## config.mk

```make
export PLATFORM = sky130hd
export DESIGN_NAME = sensor_readout_display_controller_core_flat
export DESIGN_NICKNAME = d
export VERILOG_FILES = /design/src/design/srdc_pkg.sv /design/src/design/srdc_if.sv /design/src/design/srdc_divider.sv /design/src/design/srdc_sequencer.sv /design/src/design/sensor_readout_display_controller_core.sv /design/src/flat_wrapper.sv
export SDC_FILE = /design/constraint.sdc
export NUM_CORES = 1
export LEC_CHECK = 0
export ABC_AREA = 1
export BUFFER_PORTS_ARGS = -buffer_cell sky130_fd_sc_hd__buf_2
export CAP_MARGIN = 20
export CORE_UTILIZATION = 33
export CTS_BUF_LIST = sky130_fd_sc_hd__clkbuf_2 sky130_fd_sc_hd__clkbuf_4 sky130_fd_sc_hd__clkbuf_8
export CTS_CLUSTER_SIZE = 8
export DETAILED_ROUTE_END_ITERATION = 12
export PLACE_DENSITY_LB_ADDON = 0.2
export SKIP_LAST_GASP = 1
export SLEW_MARGIN = 20
export SYNTH_ARGS = -nofsm -noshare
export SYNTH_HDL_FRONTEND = slang
export SYNTH_HIERARCHICAL = 1
export SYNTH_SLANG_ARGS = --single-unit
```

## constraint.sdc

```tcl
create_clock -name clk -period 9.45 [get_ports clk]
set_clock_uncertainty 0.05 [all_clocks]
set_input_delay 0.4725 -clock clk [delete_from_list [all_inputs] [get_ports clk]]
set_output_delay 0.4725 -clock clk [all_outputs]
set_load 0.05 [all_outputs]
```

## src/design/srdc_pkg.sv

```systemverilog
// ----------------------------------------------------------------------------
// Sensor readout display controller package
// Shared types, constants, the segment encoder and the control store.
// ----------------------------------------------------------------------------
package srdc_pkg;

	localparam int MUL_W  = 16;
	localparam int DIV_W  = 32;
	localparam int CFG_W  = 25;
	localparam int CIDX_W = 3;
	localparam int STEP_W = 4;

	localparam logic [6:0]  TEMP_MAX   = 7'd99;
	localparam logic [15:0] PERIOD_MAX = 16'hFFFF;

	typedef enum logic [CIDX_W-1:0] {
		CFG_ALARM_THRESHOLD = 3'd0,
		CFG_TEMP_SCALE      = 3'd1,
		CFG_MIN_FREQUENCY   = 3'd2,
		CFG_MAX_FREQUENCY   = 3'd3,
		CFG_DAC_CLOCK       = 3'd4,
		CFG_WAVE_SAMPLES    = 3'd5
	} cfg_idx_t;

	typedef enum logic [1:0] {
		COND_NEXT     = 2'd0,
		COND_DISPATCH = 2'd1,
		COND_DIV_WAIT = 2'd2,
		COND_EMIT     = 2'd3
	} cond_t;

	typedef enum logic [1:0] {
		MUL_NONE   = 2'd0,
		MUL_TEMP   = 2'd1,
		MUL_FREQ   = 2'd2,
		MUL_PERIOD = 2'd3
	} mul_sel_t;

	typedef enum logic [1:0] {
		DIV_NONE  = 2'd0,
		DIV_FULL  = 2'd1,
		DIV_CLOCK = 2'd2
	} div_sel_t;

	typedef enum logic [1:0] {
		WR_NONE   = 2'd0,
		WR_TEMP   = 2'd1,
		WR_FREQ   = 2'd2,
		WR_PERIOD = 2'd3
	} wr_sel_t;

	typedef logic [STEP_W-1:0] step_t;

	typedef struct packed {
		cond_t    cond;
		mul_sel_t mul_sel;
		div_sel_t div_sel;
		wr_sel_t  wr_sel;
		step_t    jump;
	} uword_t;

	typedef struct packed {
		uword_t word;
		logic   go;
	} seq_ctrl_t;

	typedef struct packed {
		logic in_valid;
		logic in_op;
		logic div_busy;
		logic out_free;
	} seq_status_t;

	localparam step_t STEP_DISPATCH = 4'd0;
	localparam step_t STEP_EMIT     = 4'd10;
	localparam step_t STEP_LAST     = 4'd10;

	function automatic uword_t ucode(input step_t step);
		uword_t w;
		w = '{cond: COND_NEXT, mul_sel: MUL_NONE, div_sel: DIV_NONE,
			wr_sel: WR_NONE, jump: STEP_DISPATCH};
		case (step)
			4'd0: begin
				w.cond = COND_DISPATCH;
				w.jump = STEP_EMIT;
			end
			4'd1: w.mul_sel = MUL_TEMP;
			4'd2: w.div_sel = DIV_FULL;
			4'd3: begin
				w.cond   = COND_DIV_WAIT;
				w.wr_sel = WR_TEMP;
			end
			4'd4: w.mul_sel = MUL_FREQ;
			4'd5: w.div_sel = DIV_FULL;
			4'd6: begin
				w.cond   = COND_DIV_WAIT;
				w.wr_sel = WR_FREQ;
			end
			4'd7: w.mul_sel = MUL_PERIOD;
			4'd8: w.div_sel = DIV_CLOCK;
			4'd9: begin
				w.cond   = COND_DIV_WAIT;
				w.wr_sel = WR_PERIOD;
			end
			4'd10: begin
				w.cond = COND_EMIT;
				w.jump = STEP_DISPATCH;
			end
			default: w.jump = STEP_DISPATCH;
		endcase
		return w;
	endfunction

	function automatic logic [6:0] seg_code(input logic [3:0] d);
		logic [6:0] s;
		case (d)
			4'd0: s = 7'h3F;
			4'd1: s = 7'h06;
			4'd2: s = 7'h5B;
			4'd3: s = 7'h4F;
			4'd4: s = 7'h66;
			4'd5: s = 7'h6D;
			4'd6: s = 7'h7D;
			4'd7: s = 7'h07;
			4'd8: s = 7'h7F;
			4'd9: s = 7'h6F;
			default: s = 7'h00;
		endcase
		return s;
	endfunction

	// Valid for values up to 99: tens = (t * 205) >> 11.
	function automatic logic [3:0] tens_of(input logic [6:0] t);
		logic [14:0] p;
		p = 15'(t) * 15'd205;
		return p[14:11];
	endfunction

	function automatic logic [3:0] units_of(input logic [6:0] t);
		logic [6:0] r;
		r = t - 7'(tens_of(t)) * 7'd10;
		return r[3:0];
	endfunction

endpackage

```

## src/design/srdc_if.sv

```systemverilog
// ----------------------------------------------------------------------------
// Sensor readout display controller channels
// Valid/ready channels for input items and result items.
// ----------------------------------------------------------------------------
interface srdc_in_if #(
	parameter int SAMPLE_BITS = 12
);
	logic                   valid;
	logic                   ready;
	logic                   op;
	logic [SAMPLE_BITS-1:0] adc_sample;

	modport source (output valid, output op, output adc_sample, input ready);
	modport sink (input valid, input op, input adc_sample, output ready);
endinterface

interface srdc_out_if;
	logic        valid;
	logic        ready;
	logic [6:0]  segments;
	logic [1:0]  digit_enable;
	logic        alarm;
	logic [6:0]  temperature;
	logic [15:0] tone_frequency;
	logic [15:0] dac_period;

	modport source (output valid, output segments, output digit_enable, output alarm,
		output temperature, output tone_frequency, output dac_period, input ready);
	modport sink (input valid, input segments, input digit_enable, input alarm,
		input temperature, input tone_frequency, input dac_period, output ready);
endinterface

```

## src/design/srdc_divider.sv

```systemverilog
// ----------------------------------------------------------------------------
// Iterative divider
// Restoring unsigned divider, one quotient bit per cycle.
// ----------------------------------------------------------------------------
module srdc_divider #(
	parameter int WIDTH = 32
) (
	input  logic             clk,
	input  logic             arst_n,
	input  logic             start,
	input  logic [WIDTH-1:0] dividend,
	input  logic [WIDTH-1:0] divisor,
	output logic             busy,
	output logic [WIDTH-1:0] quotient
);

	localparam int CNT_W = $clog2(WIDTH + 1);

	logic [CNT_W-1:0] cnt_q;
	logic             busy_q;
	logic [WIDTH-1:0] quo_q;
	logic [WIDTH-1:0] rem_q;
	logic [WIDTH-1:0] dsr_q;
	logic [WIDTH:0]   shifted;
	logic [WIDTH+1:0] trial;
	logic             ge;

	assign shifted = {rem_q, quo_q[WIDTH-1]};
	assign trial   = {1'b0, shifted} - {2'b00, dsr_q};
	assign ge      = !trial[WIDTH+1];

	always_ff @(posedge clk or negedge arst_n) begin
		if (!arst_n) begin
			busy_q <= 1'b0;
			cnt_q  <= '0;
		end else if (start) begin
			busy_q <= 1'b1;
			cnt_q  <= CNT_W'(WIDTH);
		end else if (busy_q) begin
			cnt_q  <= cnt_q - CNT_W'(1);
			busy_q <= (cnt_q != CNT_W'(1));
		end
	end

	always_ff @(posedge clk) begin
		if (start) begin
			quo_q <= dividend;
			rem_q <= '0;
			dsr_q <= divisor;
		end else if (busy_q) begin
			quo_q <= {quo_q[WIDTH-2:0], ge};
			rem_q <= ge ? trial[WIDTH-1:0] : shifted[WIDTH-1:0];
		end
	end

	assign busy     = busy_q;
	assign quotient = quo_q;

	a_no_restart: assert property (@(posedge clk) disable iff (!arst_n)
		start |-> !busy_q)
		else $error("divider started while busy");

endmodule

```

## src/design/srdc_sequencer.sv

```systemverilog
// ----------------------------------------------------------------------------
// Microcode sequencer
// Step counter over the control store with conditional jumps.
// ----------------------------------------------------------------------------
module srdc_sequencer (
	input  logic                    clk,
	input  logic                    arst_n,
	input  srdc_pkg::seq_status_t   status,
	output srdc_pkg::seq_ctrl_t     ctrl
);

	srdc_pkg::step_t  step_q;
	srdc_pkg::step_t  step_nxt;
	srdc_pkg::uword_t word;
	logic             go;

	assign word = srdc_pkg::ucode(step_q);

	always_comb begin
		go       = 1'b0;
		step_nxt = step_q;
		case (word.cond)
			srdc_pkg::COND_NEXT: begin
				go       = 1'b1;
				step_nxt = step_q + srdc_pkg::step_t'(1);
			end
			srdc_pkg::COND_DISPATCH: begin
				go       = status.in_valid;
				step_nxt = status.in_op ? word.jump : step_q + srdc_pkg::step_t'(1);
			end
			srdc_pkg::COND_DIV_WAIT: begin
				go       = !status.div_busy;
				step_nxt = step_q + srdc_pkg::step_t'(1);
			end
			srdc_pkg::COND_EMIT: begin
				go       = status.out_free;
				step_nxt = word.jump;
			end
			default: begin
				go       = 1'b1;
				step_nxt = srdc_pkg::STEP_DISPATCH;
			end
		endcase
	end

	always_ff @(posedge clk or negedge arst_n) begin
		if (!arst_n) begin
			step_q <= srdc_pkg::STEP_DISPATCH;
		end else if (go) begin
			step_q <= step_nxt;
		end
	end

	assign ctrl.word = word;
	assign ctrl.go   = go;

	a_step_range: assert property (@(posedge clk) disable iff (!arst_n)
		step_q <= srdc_pkg::STEP_LAST)
		else $error("step counter left the program");

endmodule

```

## src/design/sensor_readout_display_controller_core.sv

```systemverilog
// ----------------------------------------------------------------------------
// Sensor readout display controller
// Converts a sample to temperature, digit patterns, alarm, tone and DAC
// period; a scan tick multiplexes the two display digits.
// ----------------------------------------------------------------------------
// A scan tick goes from the dispatch step straight to the emit step, which loads the
// output register once it is free. A sample runs two full-scale divisions by
// folding, one pass through the iterative divider for the DAC period, and the
// multiply and control steps of the microprogram.
// One item is in work at a time; the next is taken while a result waits.
// Reset clears control state and restores register and state defaults.
module sensor_readout_display_controller_core #(
	parameter int SAMPLE_BITS = 12
) (
	input  logic                          clk,
	input  logic                          arst_n,
	input  logic                          cfg_we,
	input  logic [srdc_pkg::CIDX_W-1:0]   cfg_index,
	input  logic [srdc_pkg::CFG_W-1:0]    cfg_data,
	srdc_in_if.sink                       in_ch,
	srdc_out_if.source                    out_ch
);

	localparam logic [srdc_pkg::DIV_W-1:0] FULL_SCALE =
		srdc_pkg::DIV_W'((64'd1 << SAMPLE_BITS) - 64'd1);

	logic [6:0]  alarm_threshold_q;
	logic [9:0]  temp_scale_q;
	logic [15:0] min_frequency_q;
	logic [15:0] max_frequency_q;
	logic [24:0] dac_clock_q;
	logic [7:0]  wave_samples_q;

	logic [6:0]  temp_q;
	logic [6:0]  tens_q;
	logic [6:0]  units_q;
	logic        show_units_q;
	logic [6:0]  drv_seg_q;
	logic [1:0]  drv_digit_q;
	logic        alarm_q;
	logic [15:0] freq_q;
	logic [15:0] period_q;

	logic [SAMPLE_BITS-1:0]         sample_q;
	logic [2*srdc_pkg::MUL_W-1:0]   prod_q;

	logic        out_valid_q;
	logic [6:0]  o_seg_q;
	logic [1:0]  o_digit_q;
	logic        o_alarm_q;
	logic [6:0]  o_temp_q;
	logic [15:0] o_freq_q;
	logic [15:0] o_period_q;

	srdc_pkg::seq_status_t status;
	srdc_pkg::seq_ctrl_t   ctrl;

	logic                         dispatch_go;
	logic                         emit_go;
	logic                         in_acc;
	logic                         div_start;
	logic                         div_busy;
	logic [srdc_pkg::DIV_W-1:0]   div_dividend;
	logic [srdc_pkg::DIV_W-1:0]   div_divisor;
	logic [srdc_pkg::DIV_W-1:0]   quotient;
	logic                         fs_start;
	logic                         fs_busy_q;
	logic [srdc_pkg::DIV_W-1:0]   fs_quo_q;
	logic [srdc_pkg::DIV_W-1:0]   fs_rem_q;
	logic [srdc_pkg::DIV_W-1:0]   fs_hi;
	logic [srdc_pkg::DIV_W-1:0]   fs_lo;
	logic [srdc_pkg::MUL_W-1:0]   mul_a;
	logic [srdc_pkg::MUL_W-1:0]   mul_b;
	logic                         freq_up;
	logic [15:0]                  freq_span;
	logic [6:0]                   temp_new;

	// Configuration registers.
	always_ff @(posedge clk or negedge arst_n) begin
		if (!arst_n) begin
			alarm_threshold_q <= 7'd55;
			temp_scale_q      <= 10'd330;
			min_frequency_q   <= 16'd100;
			max_frequency_q   <= 16'd1000;
			dac_clock_q       <= 25'd25000000;
			wave_samples_q    <= 8'd60;
		end else if (cfg_we) begin
			case (cfg_index)
				srdc_pkg::CFG_ALARM_THRESHOLD: alarm_threshold_q <= cfg_data[6:0];
				srdc_pkg::CFG_TEMP_SCALE:      temp_scale_q      <= cfg_data[9:0];
				srdc_pkg::CFG_MIN_FREQUENCY:   min_frequency_q   <= cfg_data[15:0];
				srdc_pkg::CFG_MAX_FREQUENCY:   max_frequency_q   <= cfg_data[15:0];
				srdc_pkg::CFG_DAC_CLOCK:       dac_clock_q       <= cfg_data[24:0];
				srdc_pkg::CFG_WAVE_SAMPLES:    wave_samples_q    <= cfg_data[7:0];
				default: ;
			endcase
		end
	end

	assign status.in_valid = in_ch.valid;
	assign status.in_op    = in_ch.op;
	assign status.div_busy = div_busy || fs_busy_q;
	assign status.out_free = !out_valid_q || out_ch.ready;

	srdc_sequencer u_seq (
		.clk    (clk),
		.arst_n (arst_n),
		.status (status),
		.ctrl   (ctrl)
	);

	assign in_ch.ready = (ctrl.word.cond == srdc_pkg::COND_DISPATCH);
	assign in_acc      = in_ch.valid && in_ch.ready;
	assign dispatch_go = ctrl.go && (ctrl.word.cond == srdc_pkg::COND_DISPATCH);
	assign emit_go     = ctrl.go && (ctrl.word.cond == srdc_pkg::COND_EMIT);

	assign freq_up   = (max_frequency_q >= min_frequency_q);
	assign freq_span = freq_up ? (max_frequency_q - min_frequency_q)
		: (min_frequency_q - max_frequency_q);

	always_comb begin
		mul_a = '0;
		mul_b = '0;
		case (ctrl.word.mul_sel)
			srdc_pkg::MUL_TEMP: begin
				mul_a = srdc_pkg::MUL_W'(sample_q);
				mul_b = srdc_pkg::MUL_W'(temp_scale_q);
			end
			srdc_pkg::MUL_FREQ: begin
				mul_a = srdc_pkg::MUL_W'(sample_q);
				mul_b = freq_span;
			end
			srdc_pkg::MUL_PERIOD: begin
				mul_a = freq_q;
				mul_b = srdc_pkg::MUL_W'(wave_samples_q);
			end
			default: ;
		endcase
	end

	always_ff @(posedge clk) begin
		if (dispatch_go) begin
			sample_q <= in_ch.adc_sample;
		end
		if (ctrl.word.mul_sel != srdc_pkg::MUL_NONE) begin
			prod_q <= {{srdc_pkg::MUL_W{1'b0}}, mul_a} * {{srdc_pkg::MUL_W{1'b0}}, mul_b};
		end
	end

	// Division by the full-scale value 2^N - 1: the bits above N are folded
	// back onto the low part until the remainder fits in N bits; a remainder of 2^N - 1 then adds one to the quotient.
	assign fs_start = ctrl.go && (ctrl.word.div_sel == srdc_pkg::DIV_FULL);
	assign fs_hi    = fs_rem_q >> SAMPLE_BITS;
	assign fs_lo    = fs_rem_q & FULL_SCALE;

	always_ff @(posedge clk or negedge arst_n) begin
		if (!arst_n) begin
			fs_busy_q <= 1'b0;
		end else if (fs_start) begin
			fs_busy_q <= 1'b1;
		end else if (fs_busy_q && (fs_hi == '0)) begin
			fs_busy_q <= 1'b0;
		end
	end

	always_ff @(posedge clk) begin
		if (fs_start) begin
			fs_quo_q <= '0;
			fs_rem_q <= prod_q;
		end else if (fs_busy_q) begin
			if (fs_hi != '0) begin
				fs_quo_q <= fs_quo_q + fs_hi;
				fs_rem_q <= fs_hi + fs_lo;
			end else if (fs_rem_q == FULL_SCALE) begin
				fs_quo_q <= fs_quo_q + srdc_pkg::DIV_W'(1);
				fs_rem_q <= '0;
			end
		end
	end

	assign div_dividend = srdc_pkg::DIV_W'(dac_clock_q);
	assign div_divisor  = prod_q;
	assign div_start    = ctrl.go && (ctrl.word.div_sel == srdc_pkg::DIV_CLOCK);

	srdc_divider #(
		.WIDTH (srdc_pkg::DIV_W)
	) u_div (
		.clk      (clk),
		.arst_n   (arst_n),
		.start    (div_start),
		.dividend (div_dividend),
		.divisor  (div_divisor),
		.busy     (div_busy),
		.quotient (quotient)
	);

	assign temp_new = (fs_quo_q > srdc_pkg::DIV_W'(srdc_pkg::TEMP_MAX))
		? srdc_pkg::TEMP_MAX : fs_quo_q[6:0];

	// Readout state and display scan.
	always_ff @(posedge clk or negedge arst_n) begin
		if (!arst_n) begin
			temp_q       <= '0;
			tens_q       <= '0;
			units_q      <= '0;
			show_units_q <= 1'b0;
			drv_seg_q    <= '0;
			drv_digit_q  <= '0;
			alarm_q      <= 1'b0;
			freq_q       <= 16'd550;
			period_q     <= 16'd757;
		end else begin
			if (dispatch_go && in_ch.op) begin
				drv_seg_q    <= show_units_q ? units_q : tens_q;
				drv_digit_q  <= show_units_q ? 2'b10 : 2'b01;
				show_units_q <= !show_units_q;
			end
			if (ctrl.go) begin
				case (ctrl.word.wr_sel)
					srdc_pkg::WR_TEMP: begin
						temp_q  <= temp_new;
						tens_q  <= srdc_pkg::seg_code(srdc_pkg::tens_of(temp_new));
						units_q <= srdc_pkg::seg_code(srdc_pkg::units_of(temp_new));
						alarm_q <= (temp_new > alarm_threshold_q);
					end
					srdc_pkg::WR_FREQ: begin
						freq_q <= freq_up ? (min_frequency_q + fs_quo_q[15:0])
							: (min_frequency_q - fs_quo_q[15:0]);
					end
					srdc_pkg::WR_PERIOD: begin
						period_q <= (quotient > srdc_pkg::DIV_W'(srdc_pkg::PERIOD_MAX))
							? srdc_pkg::PERIOD_MAX : quotient[15:0];
					end
					default: ;
				endcase
			end
		end
	end

	// Output register.
	always_ff @(posedge clk or negedge arst_n) begin
		if (!arst_n) begin
			out_valid_q <= 1'b0;
		end else if (emit_go) begin
			out_valid_q <= 1'b1;
		end else if (out_ch.ready) begin
			out_valid_q <= 1'b0;
		end
	end

	always_ff @(posedge clk) begin
		if (emit_go) begin
			o_seg_q    <= drv_seg_q;
			o_digit_q  <= drv_digit_q;
			o_alarm_q  <= alarm_q;
			o_temp_q   <= temp_q;
			o_freq_q   <= freq_q;
			o_period_q <= period_q;
		end
	end

	assign out_ch.valid          = out_valid_q;
	assign out_ch.segments       = o_seg_q;
	assign out_ch.digit_enable   = o_digit_q;
	assign out_ch.alarm          = o_alarm_q;
	assign out_ch.temperature    = o_temp_q;
	assign out_ch.tone_frequency = o_freq_q;
	assign out_ch.dac_period     = o_period_q;

	a_temp_clamped: assert property (@(posedge clk) disable iff (!arst_n)
		temp_q <= srdc_pkg::TEMP_MAX)
		else $error("temperature above clamp");

	a_scan_one_digit: assert property (@(posedge clk) disable iff (!arst_n)
		(in_acc && in_ch.op) |=> $onehot(drv_digit_q))
		else $error("scan tick did not enable exactly one digit");

	a_single_item: assert property (@(posedge clk) disable iff (!arst_n)
		in_acc |=> !in_ch.ready)
		else $error("second transaction accepted while one is in work");

endmodule

```

## src/flat_wrapper.sv

```systemverilog
// flat-port wrapper written by rule: the top's interface ports become plain ports
module sensor_readout_display_controller_core_flat 
#(
	parameter int SAMPLE_BITS = 12
)
  (clk, arst_n, cfg_we, cfg_index, cfg_data, in_ch_valid, in_ch_op, in_ch_adc_sample, in_ch_ready, out_ch_valid, out_ch_segments, out_ch_digit_enable, out_ch_alarm, out_ch_temperature, out_ch_tone_frequency, out_ch_dac_period, out_ch_ready);
  srdc_in_if #(.SAMPLE_BITS(SAMPLE_BITS)) in_ch_i ();
  srdc_out_if out_ch_i ();
  input  logic clk;
  input  logic arst_n;
  input  logic cfg_we;
  input  logic [srdc_pkg::CIDX_W-1:0] cfg_index;
  input  logic [srdc_pkg::CFG_W-1:0] cfg_data;
  input wire logic [$bits(in_ch_i.valid)-1:0] in_ch_valid;
  input wire logic [$bits(in_ch_i.op)-1:0] in_ch_op;
  input wire logic [$bits(in_ch_i.adc_sample)-1:0] in_ch_adc_sample;
  output wire logic [$bits(in_ch_i.ready)-1:0] in_ch_ready;
  output wire logic [$bits(out_ch_i.valid)-1:0] out_ch_valid;
  output wire logic [$bits(out_ch_i.segments)-1:0] out_ch_segments;
  output wire logic [$bits(out_ch_i.digit_enable)-1:0] out_ch_digit_enable;
  output wire logic [$bits(out_ch_i.alarm)-1:0] out_ch_alarm;
  output wire logic [$bits(out_ch_i.temperature)-1:0] out_ch_temperature;
  output wire logic [$bits(out_ch_i.tone_frequency)-1:0] out_ch_tone_frequency;
  output wire logic [$bits(out_ch_i.dac_period)-1:0] out_ch_dac_period;
  input wire logic [$bits(out_ch_i.ready)-1:0] out_ch_ready;
  assign in_ch_i.valid = in_ch_valid;
  assign in_ch_i.op = in_ch_op;
  assign in_ch_i.adc_sample = in_ch_adc_sample;
  assign in_ch_ready = in_ch_i.ready;
  assign out_ch_valid = out_ch_i.valid;
  assign out_ch_segments = out_ch_i.segments;
  assign out_ch_digit_enable = out_ch_i.digit_enable;
  assign out_ch_alarm = out_ch_i.alarm;
  assign out_ch_temperature = out_ch_i.temperature;
  assign out_ch_tone_frequency = out_ch_i.tone_frequency;
  assign out_ch_dac_period = out_ch_i.dac_period;
  assign out_ch_i.ready = out_ch_ready;
  sensor_readout_display_controller_core #(.SAMPLE_BITS(SAMPLE_BITS)) u_core (.clk(clk), .arst_n(arst_n), .cfg_we(cfg_we), .cfg_index(cfg_index), .cfg_data(cfg_data), .in_ch(in_ch_i), .out_ch(out_ch_i));
endmodule
```

==> flow_metrics.tcl <==
set metrics [dict create \
    post_cts_buffers 0 \
    worst_pin_slew_ns 1.04 \
    clk_pin_slew_worst_paths_ns 0.06 \
    reg2reg_to "u_core/div_divisor[28]" \
    worst_setup_path_start_kind "flip-flop" \
    dieWidth_um 319 \
    rows 116 \
    antenna_found_initial 4 \
    globalplace.congestion 0.900 \
    ios 97 \
    ir_worst_vdd_mv 0.197 \
    cts_buffer_depth 3 \
    p_sw_mw 4.81 \
    ant_nets 0 \
    die_h_um 319 \
    stdcell_count 5597 \
    status "finished, final reports clean" \
    p_sw_share_pct 46.9 \
    start_util_pct 33.2 \
    grt-ovfl-total 0 \
    placed_cells 5428 \
    slowest_stage "inv_1" \
    crit_fanout 23 \
    cp-startpoint "u_core/u_seq/step_q[0]" \
    dpl.hpwl_mm 76.1 \
    drv_slew 0 \
    first_iter_violations 1670 \
    rsz0062_at_grt "false" \
    postLayoutCellArea_mm2 0.0370 \
    drt_pass1_iterations 5 \
    crit_required_ns 9.85 \
    cts_sinks 411 \
    synth_warnings 6 \
    power_frac_seq_pct 31.3 \
    drive_gt1_share_pct 10.4 \
    grt_pass1_vias 26700 \
    min_from "cfg_data[14]" \
    hold_viol_final 0 \
    grt_usage_pct 19.2 \
    syn_inst 4108 \
    cp_common_cell "nand2_1" \
    finalCritPeriodShare_pct 91.8 \
    finalCriticalPeriod_ns 8.68 \
    io_buffers 96 \
    cts_max_level 3 \
    cellPowerDensity_mw_per_mm2 277 \
    cts_tree "done" \
    clk_latency_ns 0.71 \
    fin_util_pct 37.0 \
    ff2ff_path_depth 31 \
    grt_max_degree 71 \
    timing.slew.headroom_pct 30.6 \
    routed_via_density 4.75 \
    pwr-share-clk_pct 18.6 \
    holdPathStages 3 \
    wirelength_mm 96.9 \
    p_int_mw 5.44 \
    netlist_area_mm2 0.0332 \
    p_leak_nw 18.4 \
    endpoint_kind "flip-flop" \
    coreArea_mm2 0.100 \
    crit_path_max_incr_delay_ns 0.66 \
    setup_ws_ns 0.774 \
    num_vias 26600 \
    dpl_worst_slack_ns 0.774 \
    fin_nets 4765 \
    placed_cell_area_mm2 0.0351 \
    setup_tns_ns 0 \
    die-area_mm2 0.102 \
    hp-class "input pin to flip-flop" \
    grt_pass1_wl_mm 153 \
    avgSynthCellArea_um2 8.09 \
    drv_cap 0 \
    comb_power_share_pct 50.1 \
    r2r_slack_ns 0.77 \
    path_class "flip-flop to flip-flop" \
    worst_r2r_startpoint "u_core/u_seq/step_q[0]" \
    cp.arrival_ns 9.08 \
    cts_root_buf "clkbuf_8" \
    report.final.setup_viol 0 \
    syn2layout_area_growth_pct 11.4 \
    numCtsBuffers 78 \
    wl_per_cell_um 17.3 \
    holdPathEnd "u_core/dac_clock_q[14]" \
    drc 0 \
    fmax_mhz 115 \
]
==> routing by layer <==
| metal | global-route usage, % | up-vias | part of all wire, % |
|---|---|---|---|
| li1 | - | 13200 | - |
| met1 | 26.8 | 12700 | 48 |
| met2 | 31.2 | 549 | 45 |
| met3 | 2.26 | 118 | 4.4 |
| met4 | 5.04 | 0 | 2.3 |
| met5 | 0 | - | 0 |
==> state kept, by name (all words and copies together), names as in the netlist, 10 cells and up <==
name                          flops
u_core/dac_clock_q               25
u_core/div_divisor               32
u_core/freq_q                    16
u_core/fs_quo_q                  32
u_core/fs_rem_q                  32
u_core/max_frequency_q           16
u_core/min_frequency_q           16
u_core/out_ch.dac_period         16
u_core/out_ch.tone_frequency     16
u_core/period_q                  16
u_core/sample_q                  12
u_core/temp_scale_q              10
u_core/u_div/dsr_q               32
u_core/u_div/quotient            32
u_core/u_div/rem_q               32
==> how the worst max path moves through the flow <==
stage	slack, ns	end	cells after the start
2_1_floorplan	2.03	u_core/div_divisor[28]	34
3_3_place_gp	0.95	u_core/div_divisor[28]	31
3_5_place_dp	0.77	u_core/div_divisor[28]	32
4_1_cts	0.79	u_core/div_divisor[28]	32
5_1_grt	0.13	u_core/div_divisor[31]	36
6_report	0.77	u_core/div_divisor[28]	31
==> per-stage QoR <==
stage | power (mW) | hold slack, ns
final | 10.2 | 0.0715
after detailed placement | 8.33 | 0.372
after CTS | 10.3 | 0.0178
after global placement | 8.30 | 0.376
after global routing | 11.1 | 0.0543
after floorplan | 6.84 | 0.127
==> placed cells by master, fill, tap and decap left out, drive strengths merged, types with 80 or more instances in the layout <==
master,count
nand2,1109
inv,750
nor2,315
ha,278
o21ai,235
fa,209
edfxtp,189
nand3,183
a21oi,171
buf,120
clkbuf,118
dfrtp,113
xor2,80
==> worst max-delay path, delay by kind of cell (launching register included) <==
kind	cells	cell delay, ns
fa+ha+maj	9	4.05
simple gates	11	1.54
buf+inv	6	1.37
compound gates	4	0.82
flops	1	0.46
xor+xnor	1	0.15
==> layout make-up <==
class | count | area (µm²)
Timing Repair Buffer | 142 | 900
Clock inverter | 28 | 262
Sequential cell | 411 | 11000
Fill cell | 10400 | 63000
Clock buffer | 118 | 1450
Antenna cell | 1 | 2.50
Multi-Input combinational cell | 2843 | 19000
Inverter | 756 | 2840
Tap cell | 1298 | 1620
==> repair_timing <==
| item | in CTS | in global routing |
|---|---|---|
| resized for setup | 0 | 0 |
| hold buffers | 22 | 0 |
| endpoints found under the hold margin | 63 | 0 |
==> power groups by stage <==
| stage | Clock [mW] | Sequential, mW | Combinational, mW |
|---|---|---|---|
| after floorplan | 0 | 3.08 | 3.76 |
| after global placement | 0 | 3.23 | 5.06 |
| after detailed placement | 0 | 3.23 | 5.10 |
| after CTS | 1.98 | 3.21 | 5.13 |
| after global routing | 2.04 | 3.27 | 5.80 |
| final | 1.91 | 3.20 | 5.13 |
No activity file was read; power rests on OpenSTA's default activity.
